<file path="config.mk">
export PLATFORM = sky130hd
export DESIGN_NAME = multi_key_click_event_detector_unit
export DESIGN_NICKNAME = d
export VERILOG_FILES = /design/src/sv/mkced_pkg.sv /design/src/sv/multi_key_click_event_detector_unit.sv /design/src/sv/mkced_ram.sv
export SDC_FILE = /design/constraint.sdc
export NUM_CORES = 1
export LEC_CHECK = 0
export BUFFER_PORTS_ARGS = -buffer_cell sky130_fd_sc_hd__clkbuf_2
export CAP_MARGIN = 20
export CORE_ASPECT_RATIO = 1.5
export CORE_UTILIZATION = 60
export CTS_BUF_LIST = sky130_fd_sc_hd__clkbuf_8
export DETAILED_ROUTE_END_ITERATION = 8
export PLACE_DENSITY = 0.87
export SLEW_MARGIN = 20
export SYNTH_ARGS = -nofsm -noshare
export SYNTH_HDL_FRONTEND = slang
export SYNTH_HIERARCHICAL = 1
export SYNTH_SLANG_ARGS = --single-unit
export TNS_END_PERCENT = 50
</file>
<file path="constraint.sdc">
create_clock -name clk -period 5.15 [get_ports clk]
set_input_delay 0.7725 -clock clk [delete_from_list [all_inputs] [get_ports clk]]
set_output_delay 0.7725 -clock clk [all_outputs]
set_load 0.02 [all_outputs]
</file>
<file path="src/sv/mkced_pkg.sv">
// Shared types and constants for the multi-key click event detector.
// No dependencies; imported by the top level and the key-state RAM users.
package mkced_pkg;

  localparam int NUM_KEYS = 4;
  localparam int KEY_W    = (NUM_KEYS > 1) ? $clog2(NUM_KEYS) : 1;
  localparam int LEVEL_W  = 4;

  localparam int TIMER_W  = 16;
  localparam int SCAN_W   = 5;
  localparam int FLAGS_W  = 7;
  localparam int PHASE_W  = 3;
  localparam int CFG_IDX_W = 2;

  // event flag bit positions
  localparam int FL_HOLD   = 0;
  localparam int FL_DOWN   = 1;
  localparam int FL_UP     = 2;
  localparam int FL_SINGLE = 3;
  localparam int FL_DOUBLE = 4;
  localparam int FL_LONG   = 5;
  localparam int FL_REPEAT = 6;

  localparam logic [FLAGS_W-1:0] FLAG_HOLD = 7'h01;

  // per-key press phases as stored in the RAM
  localparam logic [PHASE_W-1:0] PH_IDLE     = 3'd0;
  localparam logic [PHASE_W-1:0] PH_PRESSED  = 3'd1;
  localparam logic [PHASE_W-1:0] PH_GAP      = 3'd2;
  localparam logic [PHASE_W-1:0] PH_SECOND   = 3'd3;
  localparam logic [PHASE_W-1:0] PH_REPEAT   = 3'd4;

  // configuration register indexes
  localparam logic [CFG_IDX_W-1:0] REG_LONG_PRESS = 2'd0;
  localparam logic [CFG_IDX_W-1:0] REG_DOUBLE_GAP = 2'd1;
  localparam logic [CFG_IDX_W-1:0] REG_REPEAT     = 2'd2;
  localparam logic [CFG_IDX_W-1:0] REG_SCAN       = 2'd3;

  localparam logic [TIMER_W-1:0] LONG_PRESS_RST = 16'd1000;
  localparam logic [TIMER_W-1:0] DOUBLE_GAP_RST = 16'd200;
  localparam logic [TIMER_W-1:0] REPEAT_RST     = 16'd100;
  localparam logic [SCAN_W-1:0]  SCAN_RST       = 5'd20;

  localparam logic ACT_TICK  = 1'b0;
  localparam logic ACT_CHECK = 1'b1;

  typedef struct packed {
    logic                 level;
    logic [PHASE_W-1:0]   phase;
    logic [TIMER_W-1:0]   timer;
    logic [FLAGS_W-1:0]   flags;
  } key_entry_t;

  localparam int ENTRY_W = $bits(key_entry_t);

  typedef enum logic [3:0] {
    S_IDLE   = 4'b0001,
    S_SWEEP  = 4'b0010,
    S_CHECK  = 4'b0100,
    S_RESULT = 4'b1000
  } ctrl_state_t;

endpackage

</file>
<file path="src/sv/multi_key_click_event_detector_unit.sv">
// Multi-key click event detector: debounce, press phase machine and event flags.
// Depends on mkced_pkg and mkced_ram (per-key state store).
//
//   channel | direction | handshake           | payload
//   in_     | input     | in_valid / in_stall  | action, key_levels, key_index, flag_mask
//   out_    | output    | out_valid / out_stall| hit, flags_seen
//   cfg_    | input     | cfg_valid / cfg_ready| cfg_index, cfg_wdata
//
// A tick does one RAM read-modify-write per key through the single key-state RAM,
// plus issue and result. A check does issue, check and result; the check step is
// skipped when the key is out of range.
// One beat is in flight at a time; in_stall is high from accept until the result
// is loaded into the output register, which holds it while out_stall is high.
// in_stall is also high while a register write is offered, so the write goes first.
// Synchronous active-low reset; per-key state reads as zero until first written.
module multi_key_click_event_detector_unit
  import mkced_pkg::*;
(
  input  logic                  clk,
  input  logic                  rst_n,

  input  logic                  in_valid,
  output logic                  in_stall,
  input  logic                  in_action,
  input  logic [LEVEL_W-1:0]    in_key_levels,
  input  logic [4:0]            in_key_index,
  input  logic [FLAGS_W-1:0]    in_flag_mask,

  output logic                  out_valid,
  input  logic                  out_stall,
  output logic                  out_hit,
  output logic [FLAGS_W-1:0]    out_flags_seen,

  input  logic                  cfg_valid,
  output logic                  cfg_ready,
  input  logic [CFG_IDX_W-1:0]  cfg_index,
  input  logic [TIMER_W-1:0]    cfg_wdata
);

  localparam logic [KEY_W-1:0] LAST_KEY = KEY_W'(NUM_KEYS - 1);

  ctrl_state_t          state_r, state_nxt;
  logic [KEY_W-1:0]     key_r, key_nxt;
  logic [NUM_KEYS-1:0]  vld_r;
  logic [SCAN_W-1:0]    scan_cnt_r, scan_cnt_nxt;
  logic                 sample_r;
  logic [LEVEL_W-1:0]   levels_r;
  logic [FLAGS_W-1:0]   mask_r;

  logic [TIMER_W-1:0]   long_press_r, double_gap_r, repeat_r;
  logic [SCAN_W-1:0]    scan_period_r;

  logic                 out_valid_r, out_valid_nxt;
  logic                 out_hit_r, out_hit_nxt;
  logic [FLAGS_W-1:0]   out_flags_r, out_flags_nxt;
  logic                 res_hit_r, res_hit_nxt;
  logic [FLAGS_W-1:0]   res_flags_r, res_flags_nxt;

  logic                 in_acc;
  logic                 idx_ok;
  logic [SCAN_W-1:0]    sc_inc;
  logic                 sc_sample;

  logic                 ram_we;
  logic [KEY_W-1:0]     ram_raddr;
  logic [ENTRY_W-1:0]   ram_rdata;
  key_entry_t           cur, tick_upd, chk_upd, wr_entry;
  logic                 key_now, prev;
  logic [5:0]           key_num;
  logic                 chk_hit;

  assign in_stall  = (state_r != S_IDLE) || cfg_valid;
  assign cfg_ready = (state_r == S_IDLE);
  assign in_acc    = in_valid && !in_stall;
  assign idx_ok    = ({1'b0, in_key_index} < 6'(NUM_KEYS));

  // scan divider; a period of 0 behaves as 1
  assign sc_inc    = scan_cnt_r + SCAN_W'(1);
  assign sc_sample = (sc_inc >= scan_period_r) || (sc_inc == '0);

  // entries never written read as the reset state
  always_comb begin
    cur = key_entry_t'(ram_rdata);
    if (!vld_r[key_r]) begin
      cur = '0;
    end
  end

  // keys past the level vector sample as released
  assign key_num = 6'(key_r);
  assign key_now = (key_num < 6'(LEVEL_W)) ? levels_r[key_num[1:0]] : 1'b0;
  assign prev    = cur.level;

  always_comb begin
    tick_upd = cur;
    if (tick_upd.timer != '0) begin
      tick_upd.timer = tick_upd.timer - TIMER_W'(1);
    end
    if (sample_r) begin
      tick_upd.level          = key_now;
      tick_upd.flags[FL_HOLD] = key_now;
      if (key_now && !prev) begin
        tick_upd.flags[FL_DOWN] = 1'b1;
      end
      if (!key_now && prev) begin
        tick_upd.flags[FL_UP] = 1'b1;
      end
      case (cur.phase)
        PH_IDLE: begin
          if (key_now) begin
            tick_upd.timer = long_press_r;
            tick_upd.phase = PH_PRESSED;
          end
        end
        PH_PRESSED: begin
          if (!key_now) begin
            tick_upd.timer = double_gap_r;
            tick_upd.phase = PH_GAP;
          end else if (tick_upd.timer == '0) begin
            tick_upd.timer          = repeat_r;
            tick_upd.flags[FL_LONG] = 1'b1;
            tick_upd.phase          = PH_REPEAT;
          end
        end
        PH_GAP: begin
          if (key_now) begin
            tick_upd.flags[FL_DOUBLE] = 1'b1;
            tick_upd.phase            = PH_SECOND;
          end else if (tick_upd.timer == '0) begin
            tick_upd.flags[FL_SINGLE] = 1'b1;
            tick_upd.phase            = PH_IDLE;
          end
        end
        PH_SECOND: begin
          if (!key_now) begin
            tick_upd.phase = PH_IDLE;
          end
        end
        PH_REPEAT: begin
          if (!key_now) begin
            tick_upd.phase = PH_IDLE;
          end else if (tick_upd.timer == '0) begin
            tick_upd.timer            = repeat_r;
            tick_upd.flags[FL_REPEAT] = 1'b1;
          end
        end
        default: begin
          tick_upd.phase = PH_IDLE;
        end
      endcase
    end
  end

  assign chk_hit = |(cur.flags & mask_r);

  always_comb begin
    chk_upd       = cur;
    chk_upd.flags = cur.flags & ~mask_r;
  end

  // writes and the next read never touch the same entry in one cycle
  always_comb begin
    ram_we   = 1'b0;
    wr_entry = tick_upd;
    case (state_r)
      S_SWEEP: ram_we = 1'b1;
      S_CHECK: begin
        ram_we   = chk_hit && (mask_r != FLAG_HOLD);
        wr_entry = chk_upd;
      end
      default: ram_we = 1'b0;
    endcase
  end

  always_comb begin
    ram_raddr = key_r + KEY_W'(1);
    if (state_r == S_IDLE) begin
      ram_raddr = (in_action == ACT_CHECK) ? in_key_index[KEY_W-1:0] : '0;
    end
  end

  mkced_ram #(
    .WIDTH (ENTRY_W),
    .DEPTH (NUM_KEYS)
  ) u_key_ram (
    .clk   (clk),
    .we    (ram_we),
    .waddr (key_r),
    .wdata (wr_entry),
    .raddr (ram_raddr),
    .rdata (ram_rdata)
  );

  always_comb begin
    state_nxt     = state_r;
    key_nxt       = key_r;
    scan_cnt_nxt  = scan_cnt_r;
    res_hit_nxt   = res_hit_r;
    res_flags_nxt = res_flags_r;
    out_valid_nxt = out_valid_r && out_stall;
    out_hit_nxt   = out_hit_r;
    out_flags_nxt = out_flags_r;
    case (state_r)
      S_IDLE: begin
        if (in_acc) begin
          res_hit_nxt   = 1'b0;
          res_flags_nxt = '0;
          if (in_action == ACT_TICK) begin
            key_nxt      = '0;
            scan_cnt_nxt = sc_sample ? '0 : sc_inc;
            state_nxt    = S_SWEEP;
          end else if (idx_ok) begin
            key_nxt   = in_key_index[KEY_W-1:0];
            state_nxt = S_CHECK;
          end else begin
            state_nxt = S_RESULT;
          end
        end
      end
      S_SWEEP: begin
        key_nxt = key_r + KEY_W'(1);
        if (key_r == LAST_KEY) begin
          key_nxt   = key_r;
          state_nxt = S_RESULT;
        end
      end
      S_CHECK: begin
        res_hit_nxt   = chk_hit;
        res_flags_nxt = cur.flags;
        state_nxt     = S_RESULT;
      end
      S_RESULT: begin
        if (!out_valid_r || !out_stall) begin
          out_valid_nxt = 1'b1;
          out_hit_nxt   = res_hit_r;
          out_flags_nxt = res_flags_r;
          state_nxt     = S_IDLE;
        end
      end
      default: state_nxt = S_IDLE;
    endcase
  end

  always_ff @(posedge clk) begin
    if (!rst_n) begin
      state_r       <= S_IDLE;
      key_r         <= '0;
      vld_r         <= '0;
      scan_cnt_r    <= '0;
      out_valid_r   <= 1'b0;
      long_press_r  <= LONG_PRESS_RST;
      double_gap_r  <= DOUBLE_GAP_RST;
      repeat_r      <= REPEAT_RST;
      scan_period_r <= SCAN_RST;
    end else begin
      state_r     <= state_nxt;
      key_r       <= key_nxt;
      scan_cnt_r  <= scan_cnt_nxt;
      out_valid_r <= out_valid_nxt;
      if (ram_we) begin
        vld_r[key_r] <= 1'b1;
      end
      if (cfg_valid && cfg_ready) begin
        case (cfg_index)
          REG_LONG_PRESS: long_press_r  <= cfg_wdata;
          REG_DOUBLE_GAP: double_gap_r  <= cfg_wdata;
          REG_REPEAT:     repeat_r      <= cfg_wdata;
          REG_SCAN:       scan_period_r <= cfg_wdata[SCAN_W-1:0];
          default:        scan_period_r <= scan_period_r;
        endcase
      end
    end
  end

  // payload registers
  always_ff @(posedge clk) begin
    if (in_acc) begin
      levels_r <= in_key_levels;
      mask_r   <= in_flag_mask;
      sample_r <= sc_sample;
    end
    res_hit_r   <= res_hit_nxt;
    res_flags_r <= res_flags_nxt;
    out_hit_r   <= out_hit_nxt;
    out_flags_r <= out_flags_nxt;
  end

  assign out_valid      = out_valid_r;
  assign out_hit        = out_hit_r;
  assign out_flags_seen = out_flags_r;

  a_state_onehot: assert property (@(posedge clk) disable iff (!rst_n)
    $onehot(state_r))
    else $error("controller state not one-hot");

  a_we_busy: assert property (@(posedge clk) disable iff (!rst_n)
    ram_we |-> (state_r == S_SWEEP || state_r == S_CHECK))
    else $error("key RAM written outside a sweep or check");

  a_check_follows_accept: assert property (@(posedge clk) disable iff (!rst_n)
    (state_r == S_CHECK) |-> $past(in_acc))
    else $error("check cycle without an accepted beat");

  a_sweep_ends: assert property (@(posedge clk) disable iff (!rst_n)
    (state_r == S_SWEEP && key_r == LAST_KEY) |=> (state_r == S_RESULT))
    else $error("sweep did not end after the last key");

  a_no_accept_busy: assert property (@(posedge clk) disable iff (!rst_n)
    (state_r == S_RESULT && out_valid_r && out_stall) |=> (state_r == S_RESULT))
    else $error("result dropped while output held");

endmodule

</file>
<file path="src/sv/mkced_ram.sv">
// Generic single-write, single-read RAM with registered read data.
// No dependencies.
module mkced_ram #(
  parameter int WIDTH = 8,
  parameter int DEPTH = 4
) (
  input  logic                                      clk,
  input  logic                                      we,
  input  logic [((DEPTH > 1) ? $clog2(DEPTH) : 1)-1:0] waddr,
  input  logic [WIDTH-1:0]                          wdata,
  input  logic [((DEPTH > 1) ? $clog2(DEPTH) : 1)-1:0] raddr,
  output logic [WIDTH-1:0]                          rdata
);

  logic [WIDTH-1:0] mem [DEPTH];

  always_ff @(posedge clk) begin
    if (we) begin
      mem[waddr] <= wdata;
    end
    rdata <= mem[raddr];
  end

endmodule
</file>
Yosys cells after proc, flatten, opt, wreduce, memory -nomap -nowiden

Memory sizes are Yosys's and may differ from the RTL's. A register that Yosys moved wholly into a read port is not among the register bits.
Cells that the tools add are included.

Add/subtract/negate cells: 3
Reductions and logical operators: 33
Mux-type cells: 54
Equal/unequal tests: 19
Magnitude comparators: 5
Bitwise operators: 5

Operator list:

| cell                    | count |
|---|---|
| $mux W27                | 3 |
| $mux W19                | 3 |
| $pmux W16 S3            | 1 |
| $mux W17                | 2 |
| $mux W4                 | 5 |
| $mux W1                 | 18 |
| $logic_not A16 Y1       | 1 |
| $mux W16                | 1 |
| $pmux W4 S4             | 1 |
| $reduce_bool A16 Y1     | 1 |
| $sub A16 B1 Y16 const B | 1 |
| $and A7 B7 Y7           | 2 |
| $mux W2                 | 7 |
| $pmux W7 S2             | 1 |
| $pmux W3 S4             | 1 |
| $reduce_and A2 Y1       | 6 |
| $mux W3                 | 3 |
| $logic_and A1 B1 Y1     | 7 |
| $mux W7                 | 1 |
| $ne A7 B1 Y1 const B    | 1 |
| $not A7 Y7              | 1 |
| $reduce_or A7 Y1        | 1 |
| $eq A2 B2 Y1 const B    | 3 |
| $eq A3 B2 Y1 const B    | 2 |
| 33 further kinds        | 46 |

Register bits after elaboration: 97
Logic and storage cells: 136
Memory bits (writable): 108
Memories kept: 1
Bits of input ports: 40

Memory list:

| name          | depth | width | read ports | clocked after memory_dff | write ports | line            | text |
|---|---|---|---|---|---|---|---|
| u_key_ram.mem | 4     | 27    | 1          | 1                        | 1           | mkced_ram.sv:15 | `logic [WIDTH-1:0] mem [DEPTH];` |

Logic depth before layout (Yosys ltp)

Depth after elaboration: 11
Mapped depth: 15

Cells and area by module

Netlist, hierarchy kept.

By module, submodules not included:

| module                              | area each (sq um) | times used | sequential area each (sq um) | cells an instance |
|---|---|---|---|---|
| multi_key_click_event_detector_unit | 6298.5            | 1          | 2222.1                       | 803 |
| mkced_ram                           | 4515.6            | 1          | 3783.6                       | 172 |

Worst setup path before layout

Ideal clock, no wire load.

Kind: flip-flop to flip-flop
Start: register key_r[1]
End: memory u_key_ram/mem[0][0] (netlist bit), enable pin
Required time: 4.699 ns
Arrival time: 3.823 ns
Path buffers: 2
Cell stages (with the launch flop): 8
Path slack: 0.876 ns
Setup time: 0.451 ns
Period minus slack after synthesis: 4.274 ns
Cells stage by stage: dfxtp_1 -> clkbuf_1 -> mux2i_1 -> mux2_2 -> clkbuf_1 -> a311oi_1 -> a21bo_2 -> nor3b_1

Cells in the longest elaborated chain, start to end: 9

RTL lines:

| what                          | line                                       | text |
|---|---|---|
| start, declared               | multi_key_click_event_detector_unit.sv:43  | `logic [KEY_W-1:0] key_r, key_nxt;` |
| start signal, assigned        | multi_key_click_event_detector_unit.sv:257 | `key_r <= key_nxt;` |
| $bmux W1 S2                   | multi_key_click_event_detector_unit.sv:84  | `if (!vld_r[key_r]) begin` |
| $mux W1 (not written as such) | multi_key_click_event_detector_unit.sv:84  |  |
| $mux W27                      | multi_key_click_event_detector_unit.sv:84  |  |
| $and A7 B7 Y7                 | multi_key_click_event_detector_unit.sv:154 | `assign chk_hit = \|(cur.flags & mask_r);` |
| $reduce_or A7 Y1              | multi_key_click_event_detector_unit.sv:154 |  |
| $logic_and A1 B1 Y1           | multi_key_click_event_detector_unit.sv:168 | `ram_we = chk_hit && (mask_r != FLAG_HOLD);` |
| $pmux W1 S2                   | multi_key_click_event_detector_unit.sv:165 | `case (state_r)` |
| via ram_we                    | multi_key_click_event_detector_unit.sv:64  | `logic ram_we;` |
| $mux W1                       | mkced_ram.sv:18                            | `if (we) begin` |
| $mux W1 (not written as such) | mkced_ram.sv:19                            | `mem[waddr] <= wdata;` |
| end, declared                 | mkced_ram.sv:15                            |  |

The timed path passes the listed nets, and every way through them passes these cells. The select of a mux whose other input is x is not followed.

==> flow_metrics.env <==
export IMPL_powerDensity_mw_per_mm2=445.8
export IMPL_netlist_top_cells_area="edfxtp_1 38%, dfxtp_1 18%, nand2_1 5.8%"
export IMPL_ys_warnings_count=6
export IMPL_reg2reg_setup_slack_ns=0.86
export IMPL_start_kind="flop"
export IMPL_p_leak_nw=4.240
export IMPL_cts_resized=0
export IMPL_startpoint="key_r[0]"
export IMPL_wl_per_cell_um=22.12
export IMPL_die_w_um=111.6
export IMPL_rr_endpoint="u_key_ram/mem[1][5]"
export IMPL_ios=51
export IMPL_worst_pin_slew_ns=1.022
export IMPL_area_delta_synth_final_pct=9.951
export IMPL_finalSetupTns_ns=0
export IMPL_die_area_mm2=0.01858
export IMPL_criticalPathCategory="flop to flop"
export IMPL_worstSetupEndpointType="flop"
export IMPL_r2r_start="key_r[0]"
export IMPL_period_share=0.8330
export IMPL_ys_flop_type="edfxtp_1"
export IMPL_worst_r2r_path_depth=9
export IMPL_nNetsFinal=1071
export IMPL_syn_inst=975
export IMPL_power_mw=5.300
export IMPL_htree_levels=2
export IMPL_grt_pass1_vias=8047
export IMPL_cts_sinks=232
export IMPL_drtAntennaViolNets=0
export IMPL_drc_errors=0
export IMPL_period_needed_ns=4.290
export IMPL_rsz0062_at_grt="no"
export IMPL_max_cap_violations=0
export IMPL_cts_tree="done"
export IMPL_final_max_slew_viol_count=0
export IMPL_slowest_stage="mux4_2"
export IMPL_synth_top_family_by_area="simple AND/OR/NAND/NOR gates"
export IMPL_vias=8250
export IMPL_dp_final_hpwl_mm=19.32
export IMPL_finalWirelength_mm=27.83
export IMPL_netlist_top_cells_count="166 x nand2_1, 136 x edfxtp_1, 96 x dfxtp_1, 63 x a21oi_1, 45 x nand3_1"
export IMPL_syn_area_mm2=0.01081
export IMPL_synth_fa_ha_area_frac=0.01388
export IMPL_synth_xor_area_frac=0.007289
export IMPL_ys_types=82
export IMPL_synth_async_reset_ratio=0
export IMPL_grt_antenna_before_repair=0
export IMPL_synth_seq_area_share=0.5554
export IMPL_crit_chain="mux4_2 > nand2_1 > ha_1 > nand2_1 > o41ai_1 > a31oi_1 > and4b_4 > nand2_2 > o31ai_1"
export IMPL_synth_compound_gate_area_share=0.1501
export IMPL_post_cts_buffers=0
export IMPL_cts_buffers=34
export IMPL_syn_num_nets=1027
export IMPL_path_max_fanout=19
export IMPL_slew_headroom=0.3141
export IMPL_synth_simple_area_share=0.1649
export IMPL_yosysMostFrequentCell="nand2_1"
export IMPL_clock_latency_ns=0.53
export IMPL_coreArea_mm2=0.01750
export IMPL_grt_use_total=0.3058
export IMPL_cp_endpoint="u_key_ram/mem[1][5]"
export IMPL_critPathMaxStageDelay_ns=0.77
export IMPL_port_buffers=50
export IMPL_setup_violations=0
export IMPL_row_count=59
export IMPL_synth_seq_cells=232
export IMPL_numPlacedInstances=1196
export IMPL_synthMuxAreaShare=0.07602
export IMPL_cp_required_ns=5.40
export IMPL_grt_overflow_total=0
export IMPL_layout_cells_non_filler=1258
export IMPL_synth_top_area_share=0.3776
export IMPL_clock_root_buffer="clkbuf_8"
export IMPL_outcome="finished, final reports clean"
export IMPL_max_freq_mhz=233.1
export IMPL_grt_max_degree=69
export IMPL_yosysTopAreaCell="edfxtp_1"
export IMPL_crit_top_cell="nand2_1"
export IMPL_critPathArrivalTime_ns=4.54
export IMPL_ctsLongestPathBuffers=3
export IMPL_gp_congestion=1.059
export IMPL_dieHeight_um=166.4
export IMPL_firstDrtPassIters=7
export IMPL_drt_iter0_markers=1166
export IMPL_postCtsHoldBufs=0
export IMPL_clkTransAtPathRegs_ns=0.07
export IMPL_grt_pass1_wl_mm=43.75
export IMPL_synth_edf_count=136
export IMPL_initial_utilization=0.6181
export IMPL_clock_skew_ns=0.03276
export IMPL_finalHoldViolations=0
export IMPL_syn_avg_cell_area_um2=11.09
export IMPL_vias_per_cell=6.558
export IMPL_drive_above_1_share=0.1550
export IMPL_ir_drop_mv=0.3690
export IMPL_antenna_diode_count=0
export IMPL_hold_path_class="input port to flop"
[registers in the layout, summed over array words and instances, names as in the netlist]
| name | flops |
|---|---|
| u_key_ram/rdata | 27 |
| scan_cnt_r | 5 |
| scan_period_r | 5 |
| long_press_r | 16 |
| out_flags_seen | 7 |
| sample_r | 1 |
| levels_r | 4 |
| u_key_ram/mem | 108 |
| repeat_r | 16 |
| state_r | 4 |
| key_r | 2 |
| vld_r | 4 |
| res_flags_r | 7 |
| mask_r | 7 |
| out_hit | 1 |
| res_hit_r | 1 |
| double_gap_r | 16 |
| out_valid | 1 |
[final cells by class]
type	count	area [um^2]
clock buffers	38	523.0
clock inverters	24	161.4
fillers	1272	5605
inverters	15	56.30
multi-input cells	668	4488
flip-flops and latches	232	6006
well taps	213	266.5
repair buffers	68	389.1
[worst min-delay path by stage]
stage / to / from / slack (ns) / cells past startpoint
floorplan: out_flags_seen[0] / res_flags_r[0] / 0.40 / 0
global placement: out_hit / res_hit_r / 0.40 / 0
detailed placement: out_flags_seen[1] / res_flags_r[1] / 0.40 / 0
CTS: levels_r[0] / in_key_levels[0] / 0.41 / 1
global route: levels_r[0] / in_key_levels[0] / 0.41 / 1
finish: mask_r[3] / in_flag_mask[3] / 0.42 / 1
[cells in the final DEF, fill, tap and decap left out, types with 4 or more instances in the layout]
cell / instances
clkinv_2: 7
o21ai_0: 32
nand2_1: 166
o22ai_1: 4
nand4_1: 7
and2_1: 7
mux2i_1: 12
a31oi_1: 10
xnor2_1: 8
o211ai_1: 8
o21ai_1: 5
a22oi_1: 6
and3_1: 13
a211oi_1: 6
nor4_1: 7
clkinv_1: 4
mux4_1: 7
nand3b_1: 7
clkbuf_2: 49
clkbuf_8: 38
edfxtp_1: 136
nor3_1: 16
dfxtp_1: 96
o31ai_1: 9
nor4b_1: 4
a21boi_0: 43
buf_4: 17
ha_1: 12
nand2b_1: 10
nor2b_1: 10
mux4_2: 22
nand3_1: 45
or3_1: 7
nor2_1: 41
a21o_1: 7
inv_1: 24
a21oi_1: 62
[kinds of logic (layout without fill, tap and decap cells)]
family / Yosys count / in the layout
flip-flops: 232 / 232
adder cells (fa/ha/maj): 12 / 12
multiplexers: 43 / 43
buffers and inverters: 75 / 145
AND/OR/NAND/NOR: 366 / 366
XOR/XNOR: 9 / 9
AO/OA/AOI/OAI: 238 / 238
[critical path, delay by kind of cell (launching register included)]
| kind | cells | cell delay (ns) |
|---|---|---|
| AO/OA/AOI/OAI | 3 | 1.15 |
| adder cells (fa/ha/maj) | 1 | 0.44 |
| flip-flops | 1 | 0.61 |
| multiplexers | 1 | 0.77 |
| AND/OR/NAND/NOR | 4 | 1.04 |
[per-stage QoR]
step	utilization	hold WS [ns]	setup slack [ns]	cell area (um^2)
2_1_floorplan	-	0.4003	0.8761	10810
3_3_place_gp	0.6398	0.4016	1.076	11190
3_5_place_dp	0.6405	0.4045	0.9083	11210
4_1_cts	0.6796	0.4095	0.8878	11890
5_1_grt	0.6796	0.4147	0.4769	11890
6_report	0.6796	0.4191	0.8598	11890
[report_power, final]
part	switching, mW	internal (mW)
registers	0.309	2.20
logic	0.772	0.536
clock network	0.695	0.787
total	1.78	3.52
[metal layers]
layer  vias to the layer above  part of all wire  GRT usage
li1                       3762                 -          -
met3                       102             0.097    0.05022
met2                       540              0.47     0.4929
met4                         0             0.060     0.1927
met5                         -                 0          0
met1                      3846              0.37     0.3856
No activity file was read; power rests on OpenSTA's default activity.
